File: config.mk
export PLATFORM = sky130hd
export DESIGN_NAME = clcu_ram
export DESIGN_NICKNAME = d
export VERILOG_FILES = /design/src/rtl/clcu_ram.sv
export SDC_FILE = /design/constraint.sdc
export NUM_CORES = 2
export LEC_CHECK = 0
export ABC_AREA = 1
export BUFFER_PORTS_ARGS = -buffer_cell sky130_fd_sc_hd__buf_2
export CAP_MARGIN = 10
export CORE_MARGIN = 2
export CORE_UTILIZATION = 30
export DETAILED_ROUTE_END_ITERATION = 7
export SLEW_MARGIN = 20
export SYNTH_ARGS = -nofsm -noshare
export SYNTH_HDL_FRONTEND = slang
export SYNTH_SLANG_ARGS = --single-unit
File: constraint.sdc
create_clock -name i_clk -period 8 [get_ports i_clk]
set_clock_uncertainty 0.1 [all_clocks]
set_input_delay 2.4 -clock i_clk [delete_from_list [all_inputs] [get_ports i_clk]]
set_output_delay 2.4 -clock i_clk [all_outputs]
set_load 0.01 [all_outputs]
File: src/rtl/clcu_ram.sv
// Generic single-write, single-read RAM with registered read data.
module clcu_ram #(
    parameter int WIDTH = 32,
    parameter int DEPTH = 64,
    localparam int AW   = $clog2(DEPTH)
) (
    input  logic             i_clk,
    input  logic             i_wr_en,
    input  logic [AW-1:0]    i_wr_addr,
    input  logic [WIDTH-1:0] i_wr_data,
    input  logic             i_rd_en,
    input  logic [AW-1:0]    i_rd_addr,
    output logic [WIDTH-1:0] o_rd_data
);

    logic [WIDTH-1:0] r_mem [DEPTH];
    logic [WIDTH-1:0] r_rd_data;

    // Write port
    always_ff @(posedge i_clk) begin
        if (i_wr_en) begin
            r_mem[i_wr_addr] <= i_wr_data;
        end
    end

    // Registered read port
    always_ff @(posedge i_clk) begin
        if (i_rd_en) begin
            r_rd_data <= r_mem[i_rd_addr];
        end
    end

    assign o_rd_data = r_rd_data;

endmodule

==> out/qor.yml <==
sta:
  period_needed_ps: 4980
  hold_viol_final: 0
  period_share_pct: 62.3
  rsz0062_at_grt: "false"
  slew_viol_final: 0
  timing.fmax_mhz: 201
  fin_tns_setup_ps: 0
  relSlewSlack_pct: 24.7
  setup_viol_count_final: 0
  worst_hold_slack_ps: 790
  worstMarginPinSlew_ps: 1130
layout:
  mostFrequentLayoutCell: "nand2_1"
  fin_area_mm2: 0.0945
  nets: 6816
  final_cell_mix: "nand2_1, edfxtp_1, nand3_1"
  fin_util_pct: 34.2
  drive_gt1_share_pct: 8.57
  area_growth_pct: 13.7
  fin_cells: 10700
  nFillCells: 26800
placed_design:
  dp.final_hpwl_um: 134000
  gp_congestion: 0.840
  placed_area_mm2: 0.0882
  placed_cells: 10300
  io_buffers: 78
clock_network:
  ctsLongestPathBuffers: 3
  cts_max_level: 4
  cts_tree: "yes"
  post_cts_buffers: 0
  numClockSinks: 2080
  ctsResizeCount: 0
  postCtsHoldBufs: 0
  clk_latency_ps: 850
  cts_made_buffers: 199
  cts_root_buf: "clkbuf_16"
  clk_pin_slew_ps: 60
route:
  via_per_inst: 5.13
  routed_wl_um: 250000
  drt-pass1-iter-count: 6
  drc: 0
  wl_per_cell_um: 23.4
  ant_nets: 0
  vias: 54600
  drtIter0Drc: 6902
global_route:
  grt_util_met1_pct: 23.4
  grt_overflow_total: 0
  grt.total_usage_pct: 17.3
  busiest_layer: "met2"
  grt_pass1_vias: 51600
  grt_max_degree: 180
  grtUsageMet3_pct: 2.73
  grt_pass1_wl_um: 362000
  met2_usage_pct: 28.1
  antenna_found_initial: 24
floorplanning:
  die_x_um: 530
  initial_core_util_pct: 30.1
  io_pins: 79
  die_h_um: 530
  core_mm2: 0.276
  row_count: 193
  fp.dieArea_mm2: 0.281
critical_path:
  worstSetupStartpointType: "input pin"
  worstSetupPathType: "input pin to flip-flop"
  cp.required_ps: 8570
  path_max_fanout: 179
  arrival_ps: 5550
  cp-end-kind: "flip-flop"
power:
  p_per_area_mw_per_mm2: 241
  leakage_nw: 32.3
  power.ir.vdd_worst_uv: 235
synth:
  yosysWarnings: 0
  synth_fp_nets: 6816
  synthCells: 6769
  ys_ff_latch: 2080
  synth_area_mm2: 0.0831
  synth-seq-area-share_pct: 75.2
  syn_avg_cell_area_um2: 12.3
  synth_cell_types: 15
worst_hold_path:
  hold_class: "flip-flop to flip-flop"
job:
  maxCapViolations: 0
run_status:
  outcome: "finished clean"
-- routing by layer --
layer  vias to the layer above  part of all wire [%]
li1                      24200                     -
met4                        18                   3.7
met2                      2728                    47
met3                       401                   8.4
met1                     27300                    40
met5                         -                 0.047
-- cell families after synthesis --
logic type,synth area share [%]
DFF,75.2
buffers and inverters,2.77
and+or+nand+nor,22.0
-- synth_stat cells, drive strengths merged --
library cell / count / area (um^2)
nand3: 1907 / 9540
edfxtp: 2080 / 62500
nand4: 9 / 56.3
inv: 12 / 47.6
nor4: 8 / 50.1
buf: 372 / 1960
clkbuf: 77 / 289
nor2: 56 / 210
nand2: 2248 / 8440
-- sequential cells by signal, indices dropped and copies added, names as in the netlist --
register   count
r_mem       2048
o_rd_data     32
-- critical path, cell delays in order --
cell and delay (ps):
buf_8 270, inv_16 520, buf_4 740, nand2_1 120, nand3_1 120, nand3_1 90, nand3_1 120, nand3_1 230
nand2_1 270, nand2_1 100, nand2_1 230
-- power breakdown --
part | leakage (nW) | switching (W) | internal (W) | total (W)
Clock | 3.07 | 0.00406 | 0.00516 | 0.00922
Combinational | 10.5 | 0.00109 | 0.000318 | 0.00141
Sequential | 18.7 | 0.0000349 | 0.0121 | 0.0121
Total | 32.3 | 0.00518 | 0.0176 | 0.0228
-- worst paths after layout --
path	start	cells after the start	endpoint	slack, ps
min reg2reg	r_mem[60][3]	8	o_rd_data[3]	790
max	i_rd_addr[0]	11	o_rd_data[16]	3020
max reg2reg	r_mem[63][20]	8	o_rd_data[20]	6020
min	r_mem[60][3]	8	o_rd_data[3]	790
-- stage by stage --
stage / worst slack, ps / power [W]
after detailed placement: 2190 / 0.0138
after CTS: 3100 / 0.0229
after global placement: 2210 / 0.0137
after floorplan: 1370 / 0.0131
after global routing: 2970 / 0.0234
final: 3020 / 0.0228
-- layout make-up --
| cell class | count | area, um^2 | share of cell area, % |
|---|---|---|---|
| Clock buffer | 250 | 5260 | 5.56 |
| Antenna cell | 14 | 35.0 | 0.0371 |
| Clock inverter | 121 | 1030 | 1.09 |
| Sequential cell | 2080 | 62500 | 66.1 |
| Timing Repair Buffer | 248 | 2210 | 2.34 |
| Tap cell | 3705 | 4640 | 4.91 |
| Inverter | 12 | 82.6 | 0.0874 |
| Multi-Input combinational cell | 4228 | 18800 | 19.9 |
Note: power is estimated with default switching activity, not from simulation.
