File: config.mk
export PLATFORM = sky130hd
export DESIGN_NAME = clcu_cmac
export DESIGN_NICKNAME = d
export VERILOG_FILES = /design/src/rtl/clcu_pkg.sv /design/src/rtl/clcu_cmac.sv
export SDC_FILE = /design/constraint.sdc
export NUM_CORES = 2
export LEC_CHECK = 0
export ABC_CLOCK_PERIOD_IN_PS = 12850
export BUFFER_PORTS_ARGS = -buffer_cell sky130_fd_sc_hd__buf_2
export CORE_ASPECT_RATIO = 0.75
export CORE_UTILIZATION = 50
export DETAILED_ROUTE_END_ITERATION = 6
export PLACE_DENSITY = 0.7
export SLEW_MARGIN = 10
export SYNTH_ARGS = -nofsm -noshare
export SYNTH_HDL_FRONTEND = slang
export SYNTH_SLANG_ARGS = --single-unit
File: constraint.sdc
create_clock -name i_clk -period 12.85 [get_ports i_clk]
set_clock_uncertainty 0.05 [all_clocks]
set_input_delay 1.9275 -clock i_clk [delete_from_list [all_inputs] [get_ports i_clk]]
set_output_delay 1.9275 -clock i_clk [all_outputs]
set_load 0.02 [all_outputs]
File: src/rtl/clcu_pkg.sv
// Types and constants shared by the complex convolution unit.
package clcu_pkg;

    localparam int SAMPLE_BITS = 16;
    localparam int WORD_W      = 2 * SAMPLE_BITS;

    typedef logic signed [SAMPLE_BITS-1:0] t_sample;

    localparam t_sample SAT_MAX = {1'b0, {(SAMPLE_BITS-1){1'b1}}};
    localparam t_sample SAT_MIN = {1'b1, {(SAMPLE_BITS-1){1'b0}}};

    // Request kind.
    typedef enum logic {
        FUNC_TAP = 1'b0,
        FUNC_SRC = 1'b1
    } t_func;

    // Sequencer states.
    typedef enum logic [2:0] {
        ST_IDLE,
        ST_WRITE,
        ST_MAC,
        ST_DRAIN,
        ST_FINISH
    } t_state;

    // Control from the sequencer to the shared multiply-accumulate unit.
    typedef struct packed {
        logic clear;
        logic issue;
        logic hist_ok;
    } t_mac_ctl;

endpackage

File: src/rtl/clcu_cmac.sv
// Shared complex multiply-accumulate unit with rounding and saturation.
module clcu_cmac import clcu_pkg::*; #(
    parameter int MAX_TAPS = 64
) (
    input  logic              i_clk,
    input  logic              i_rst_n,
    input  t_mac_ctl          i_ctl,
    input  logic [WORD_W-1:0] i_tap,
    input  logic [WORD_W-1:0] i_hist,
    output logic              o_busy,
    output t_sample           o_re,
    output t_sample           o_im,
    output logic              o_clip
);

    localparam int ACC_W = 2 * SAMPLE_BITS + 2 + $clog2(MAX_TAPS);
    localparam int PRD_W = 2 * SAMPLE_BITS;
    localparam logic signed [ACC_W-1:0] RND  = ACC_W'(1) << SAMPLE_BITS;
    localparam logic signed [ACC_W-1:0] MAXE = ACC_W'(2**(SAMPLE_BITS-1) - 1);
    localparam logic signed [ACC_W-1:0] MINE = ACC_W'(-(2**(SAMPLE_BITS-1)));

    logic                    r_v1;
    logic                    r_ok1;
    logic                    r_v2;
    logic signed [PRD_W-1:0] r_p_rr;
    logic signed [PRD_W-1:0] r_p_ii;
    logic signed [PRD_W-1:0] r_p_ri;
    logic signed [PRD_W-1:0] r_p_ir;
    logic signed [ACC_W-1:0] r_acc_re;
    logic signed [ACC_W-1:0] r_acc_im;

    t_sample                 tap_re;
    t_sample                 tap_im;
    t_sample                 hist_re;
    t_sample                 hist_im;
    logic [SAMPLE_BITS:0]    fin_re;
    logic [SAMPLE_BITS:0]    fin_im;

    // Round half up, scale by a quarter back to Q1.15, saturate.
    function automatic logic [SAMPLE_BITS:0] finish(input logic signed [ACC_W-1:0] a);
        logic signed [ACC_W-1:0] sh;
        logic [SAMPLE_BITS:0]    res;
        sh = (a + RND) >>> (SAMPLE_BITS + 1);
        if (sh > MAXE) begin
            res = {1'b1, SAT_MAX};
        end else if (sh < MINE) begin
            res = {1'b1, SAT_MIN};
        end else begin
            res = {1'b0, sh[SAMPLE_BITS-1:0]};
        end
        return res;
    endfunction

    // Split RAM words; drop history entries not written since the last clear
    always_comb begin
        tap_re  = i_tap[WORD_W-1 -: SAMPLE_BITS];
        tap_im  = i_tap[SAMPLE_BITS-1:0];
        hist_re = r_ok1 ? t_sample'(i_hist[WORD_W-1 -: SAMPLE_BITS]) : '0;
        hist_im = r_ok1 ? t_sample'(i_hist[SAMPLE_BITS-1:0]) : '0;
    end

    // Track operands in flight
    always_ff @(posedge i_clk) begin
        if (!i_rst_n) begin
            r_v1 <= 1'b0;
            r_v2 <= 1'b0;
        end else begin
            r_v1 <= i_ctl.issue;
            r_v2 <= r_v1;
        end
    end

    // Multiply stage
    always_ff @(posedge i_clk) begin
        r_ok1 <= i_ctl.hist_ok;
        if (r_v1) begin
            r_p_rr <= tap_re * hist_re;
            r_p_ii <= tap_im * hist_im;
            r_p_ri <= tap_re * hist_im;
            r_p_ir <= tap_im * hist_re;
        end
    end

    // Accumulate stage
    always_ff @(posedge i_clk) begin
        if (i_ctl.clear) begin
            r_acc_re <= '0;
            r_acc_im <= '0;
        end else if (r_v2) begin
            r_acc_re <= r_acc_re + ACC_W'(r_p_rr) - ACC_W'(r_p_ii);
            r_acc_im <= r_acc_im + ACC_W'(r_p_ri) + ACC_W'(r_p_ir);
        end
    end

    assign fin_re = finish(r_acc_re);
    assign fin_im = finish(r_acc_im);
    assign o_re   = fin_re[SAMPLE_BITS-1:0];
    assign o_im   = fin_im[SAMPLE_BITS-1:0];
    assign o_clip = fin_re[SAMPLE_BITS] | fin_im[SAMPLE_BITS];
    assign o_busy = r_v1 | r_v2;

endmodule

==> impl_metrics.env <==
export IMPL_yosysSeqAreaShare_pct=10.29
export IMPL_yosysUniqueCellTypes=92
export IMPL_worstPathArrival_ps=9040
export IMPL_power_density_mw_per_mm2=276.9
export IMPL_hold_viol_final=0
export IMPL_required_ps=13120
export IMPL_synth_edf_count=128
export IMPL_max_freq_mhz=114.0
export IMPL_grt_max_degree=196
export IMPL_min_period_ps=8774
export IMPL_status="completed"
export IMPL_clk_pin_slew_ps=60
export IMPL_synth_cells=5806
export IMPL_clk_latency_ps=590
export IMPL_std_cell_rows=103
export IMPL_portBuffers=102
export IMPL_rsz0062_at_grt="false"
export IMPL_io_pins=103
export IMPL_grt_use_total_pct=27.66
export IMPL_drc=0
export IMPL_crit_type="in -> reg"
export IMPL_drtIter0Drc=3193
export IMPL_worstPathCellList="buf_2 > and2_1 > nand2_1 > fa_1 > fa_1 > fa_1 > inv_1 > fa_1 > fa_1 > inv_1 > fa_1 > inv_1 > ha_1 > a21oi_1 > o21bai_1 > a2111oi_0 > o32ai_1 > nor2_1 > o21bai_1 > a221o_1 > a21oi_1 > xnor2_1"
export IMPL_cpMaxStageDelayCell="a2111oi_0"
export IMPL_antenna_found_initial=11
export IMPL_cts_buffers=26
export IMPL_final_common_cell="inv_1"
export IMPL_r2r_end="r_p_ri[25]"
export IMPL_maxCapViolations=0
export IMPL_reg2reg_from="r_ok1"
export IMPL_worstMarginPinSlew_ps=1265
export IMPL_synth_area_per_cell_sq_um=9.214
export IMPL_slowest_delay_ps=860
export IMPL_wirelength_microns=144900
export IMPL_die_w_microns=379.7
export IMPL_synth_warnings=0
export IMPL_crit_end="r_p_ri[25]"
export IMPL_postCtsSetupBuffers=0
export IMPL_setup_viol=0
export IMPL_synthArstFlopShare_pct=0
export IMPL_postRouteAntennaNets=0
export IMPL_synth_top_flop_cell="edfxtp_1"
export IMPL_nets=7280
export IMPL_synth_top_family_by_area="adder cells"
export IMPL_seqCellArea_sq_mm=0.005517
export IMPL_synth_area_sq_mm=0.05350
export IMPL_startpoint="i_hist[2]"
export IMPL_synth_xor_area_share_pct=3.897
export IMPL_n_fill_cell=9637
export IMPL_dp_slack_ps=3551
export IMPL_ctsHoldBuffers=0
export IMPL_crit_path_end_kind="flip-flop"
export IMPL_power_leakage_nw=29.20
export IMPL_fin_crit_sh_pct=68.28
export IMPL_irDropWorstVdd_v=0.0002160
export IMPL_area_growth_pct=4.418
export IMPL_slew_violations=0
export IMPL_synth_adder_area_share_pct=51.76
export IMPL_worst_r2r_path_depth=22
export IMPL_ys_ff_latch=211
export IMPL_start_util_pct=50.62
export IMPL_rrSetupSlack_ps=4200
export IMPL_dr_pass1_iters=5
export IMPL_grt_overflow=0
export IMPL_path_max_fanout=18
export IMPL_wl_per_cell_microns=20.35
export IMPL_crit_path_start_kind="primary input"
export IMPL_cts_tree="built"
export IMPL_cts_resized=0
export IMPL_muxShareOfSynthArea_pct=0.7180
export IMPL_core_area_sq_mm=0.1057
export IMPL_grt_pass1_wl_microns=234500
export IMPL_grt_pass1_vias=41330
export IMPL_die_h_microns=285.3
export IMPL_cts_max_level=1
export IMPL_place_hpwl_microns=113400
export IMPL_dieArea_sq_mm=0.1083
export IMPL_root_buffer="clkbuf_16"
export IMPL_relSlewSlack_pct=15.70
export IMPL_setup_ws_ps=4076
export IMPL_synth_compound_area_share_pct=7.136
export IMPL_cts_buffer_depth=3
export IMPL_yosys_area_share_simple_pct=14.80
export IMPL_hold_path_class="reg -> reg"
export IMPL_vias=39720
export IMPL_multi_input_area_sq_mm=0.04189
export IMPL_power_mw=15.47
export IMPL_vias_per_cell=5.580
export IMPL_drive_above_1_share_pct=4.162
export IMPL_final_cell_mix="1,315 x inv_1, 1,127 x fa_1, 565 x nand2_1"
export IMPL_tns_ps=0
export IMPL_syn_num_nets=7412
export IMPL_cts_sinks=211
export IMPL_crit_top_cell="fa_1"
export IMPL_finalWeightedCongestion=0.9574
## Yosys cell counts (14+ instances only)
master	n	area [sq um]
nand3_1	70	350.3
nor3_1	44	220.2
o21bai_1	25	187.7
xor2_1	66	578.1
nand4_1	23	143.9
nand2_1	565	2121
clkbuf_1	271	1017
dfxtp_1	83	1662
a31oi_1	20	125.1
xnor2_1	172	1506
a21o_1	81	608.1
fa_1	1127	22560
or2_2	23	143.9
edfxtp_1	128	3844
nor2b_1	15	93.84
mux2i_1	35	350.3
o21a_1	31	232.7
o21ai_1	18	90.09
a211oi_1	29	217.7
a21oi_1	159	795.8
and3_1	522	3266
nand2b_1	19	118.9
o21ai_0	105	525.5
and2_1	26	162.7
ha_1	410	5130
nor2_1	214	803.3
buf_1	14	52.55
inv_1	1315	4936
o22ai_1	14	87.58
## cell families after synthesis
family / count (synthesis)
buffers and inverters: 1610
and+or+nand+nor: 1585
adders and majority gates: 1537
AOI/OAI and AO/OA: 588
xor gates and xnor gates: 238
DFF: 211
muxes: 37
## final cells by class
class / count / share of cell area (%)
Timing Repair Buffer: 134 / 1.393
Sequential cell: 211 / 9.876
Multi-Input combinational cell: 3985 / 75.00
Inverter: 1316 / 8.843
Clock inverter: 19 / 0.4368
Tap cell: 1417 / 3.174
Antenna cell: 8 / 0.03584
Clock buffer: 29 / 1.241
## worst min path at each step
stage,endpoint,startpoint,depth (start not counted)
2_1_floorplan,r_acc_re[33],r_acc_re[33],2
3_3_place_gp,r_acc_re[33],r_acc_re[33],2
6_report,r_acc_re[33],r_acc_re[33],2
4_1_cts,r_acc_re[33],r_acc_re[33],2
3_5_place_dp,r_acc_re[33],r_acc_re[33],2
5_1_grt,r_acc_re[15],r_acc_re[15],2
## per-layer routing
| layer | share of wire, % | global-route usage, % | wire length [microns] |
|---|---|---|---|
| met1 | 43 | 39.46 | 62160 |
| met2 | 43 | 41.46 | 61820 |
| met3 | 11 | 6.631 | 15460 |
| met4 | 3.7 | 9.093 | 5418 |
| met5 | 0.023 | 0 | 34 |
## report_power, final
part           leakage (nW)  internal, mW  switching [mW]  total, mW
Clock                 0.467         0.492           0.329      0.821
Combinational          26.8          5.15            7.86       13.0
Sequential             1.90          1.38           0.259       1.64
## sequential cells by signal (all words and copies together) (netlist names)
signal / flops
r_acc_im: 40
r_acc_re: 40
r_p_ii: 32
r_p_ir: 32
r_p_ri: 32
r_p_rr: 32
r_ok1: 1
r_v1: 1
r_v2: 1
## worst max-delay path: cells and delay by family
family | cells | cell delay (ps)
buffers and inverters | 4 | 440
xor gates and xnor gates | 1 | 90
and+or+nand+nor | 3 | 1080
adders and majority gates | 7 | 3340
AOI/OAI and AO/OA | 7 | 2150
## through the flow
stage	hold WS (ps)	area (sq um)	cells	utilization, %
finish	417.7	55860	7119	52.86
global route	451.6	55850	7115	52.85
CTS	423.3	55840	7111	52.84
detailed placement	409.1	54900	7063	51.95
global placement	391.5	54900	7063	51.95
floorplan	375.0	53500	5806	-
Power figures use the tool's default switching activity.
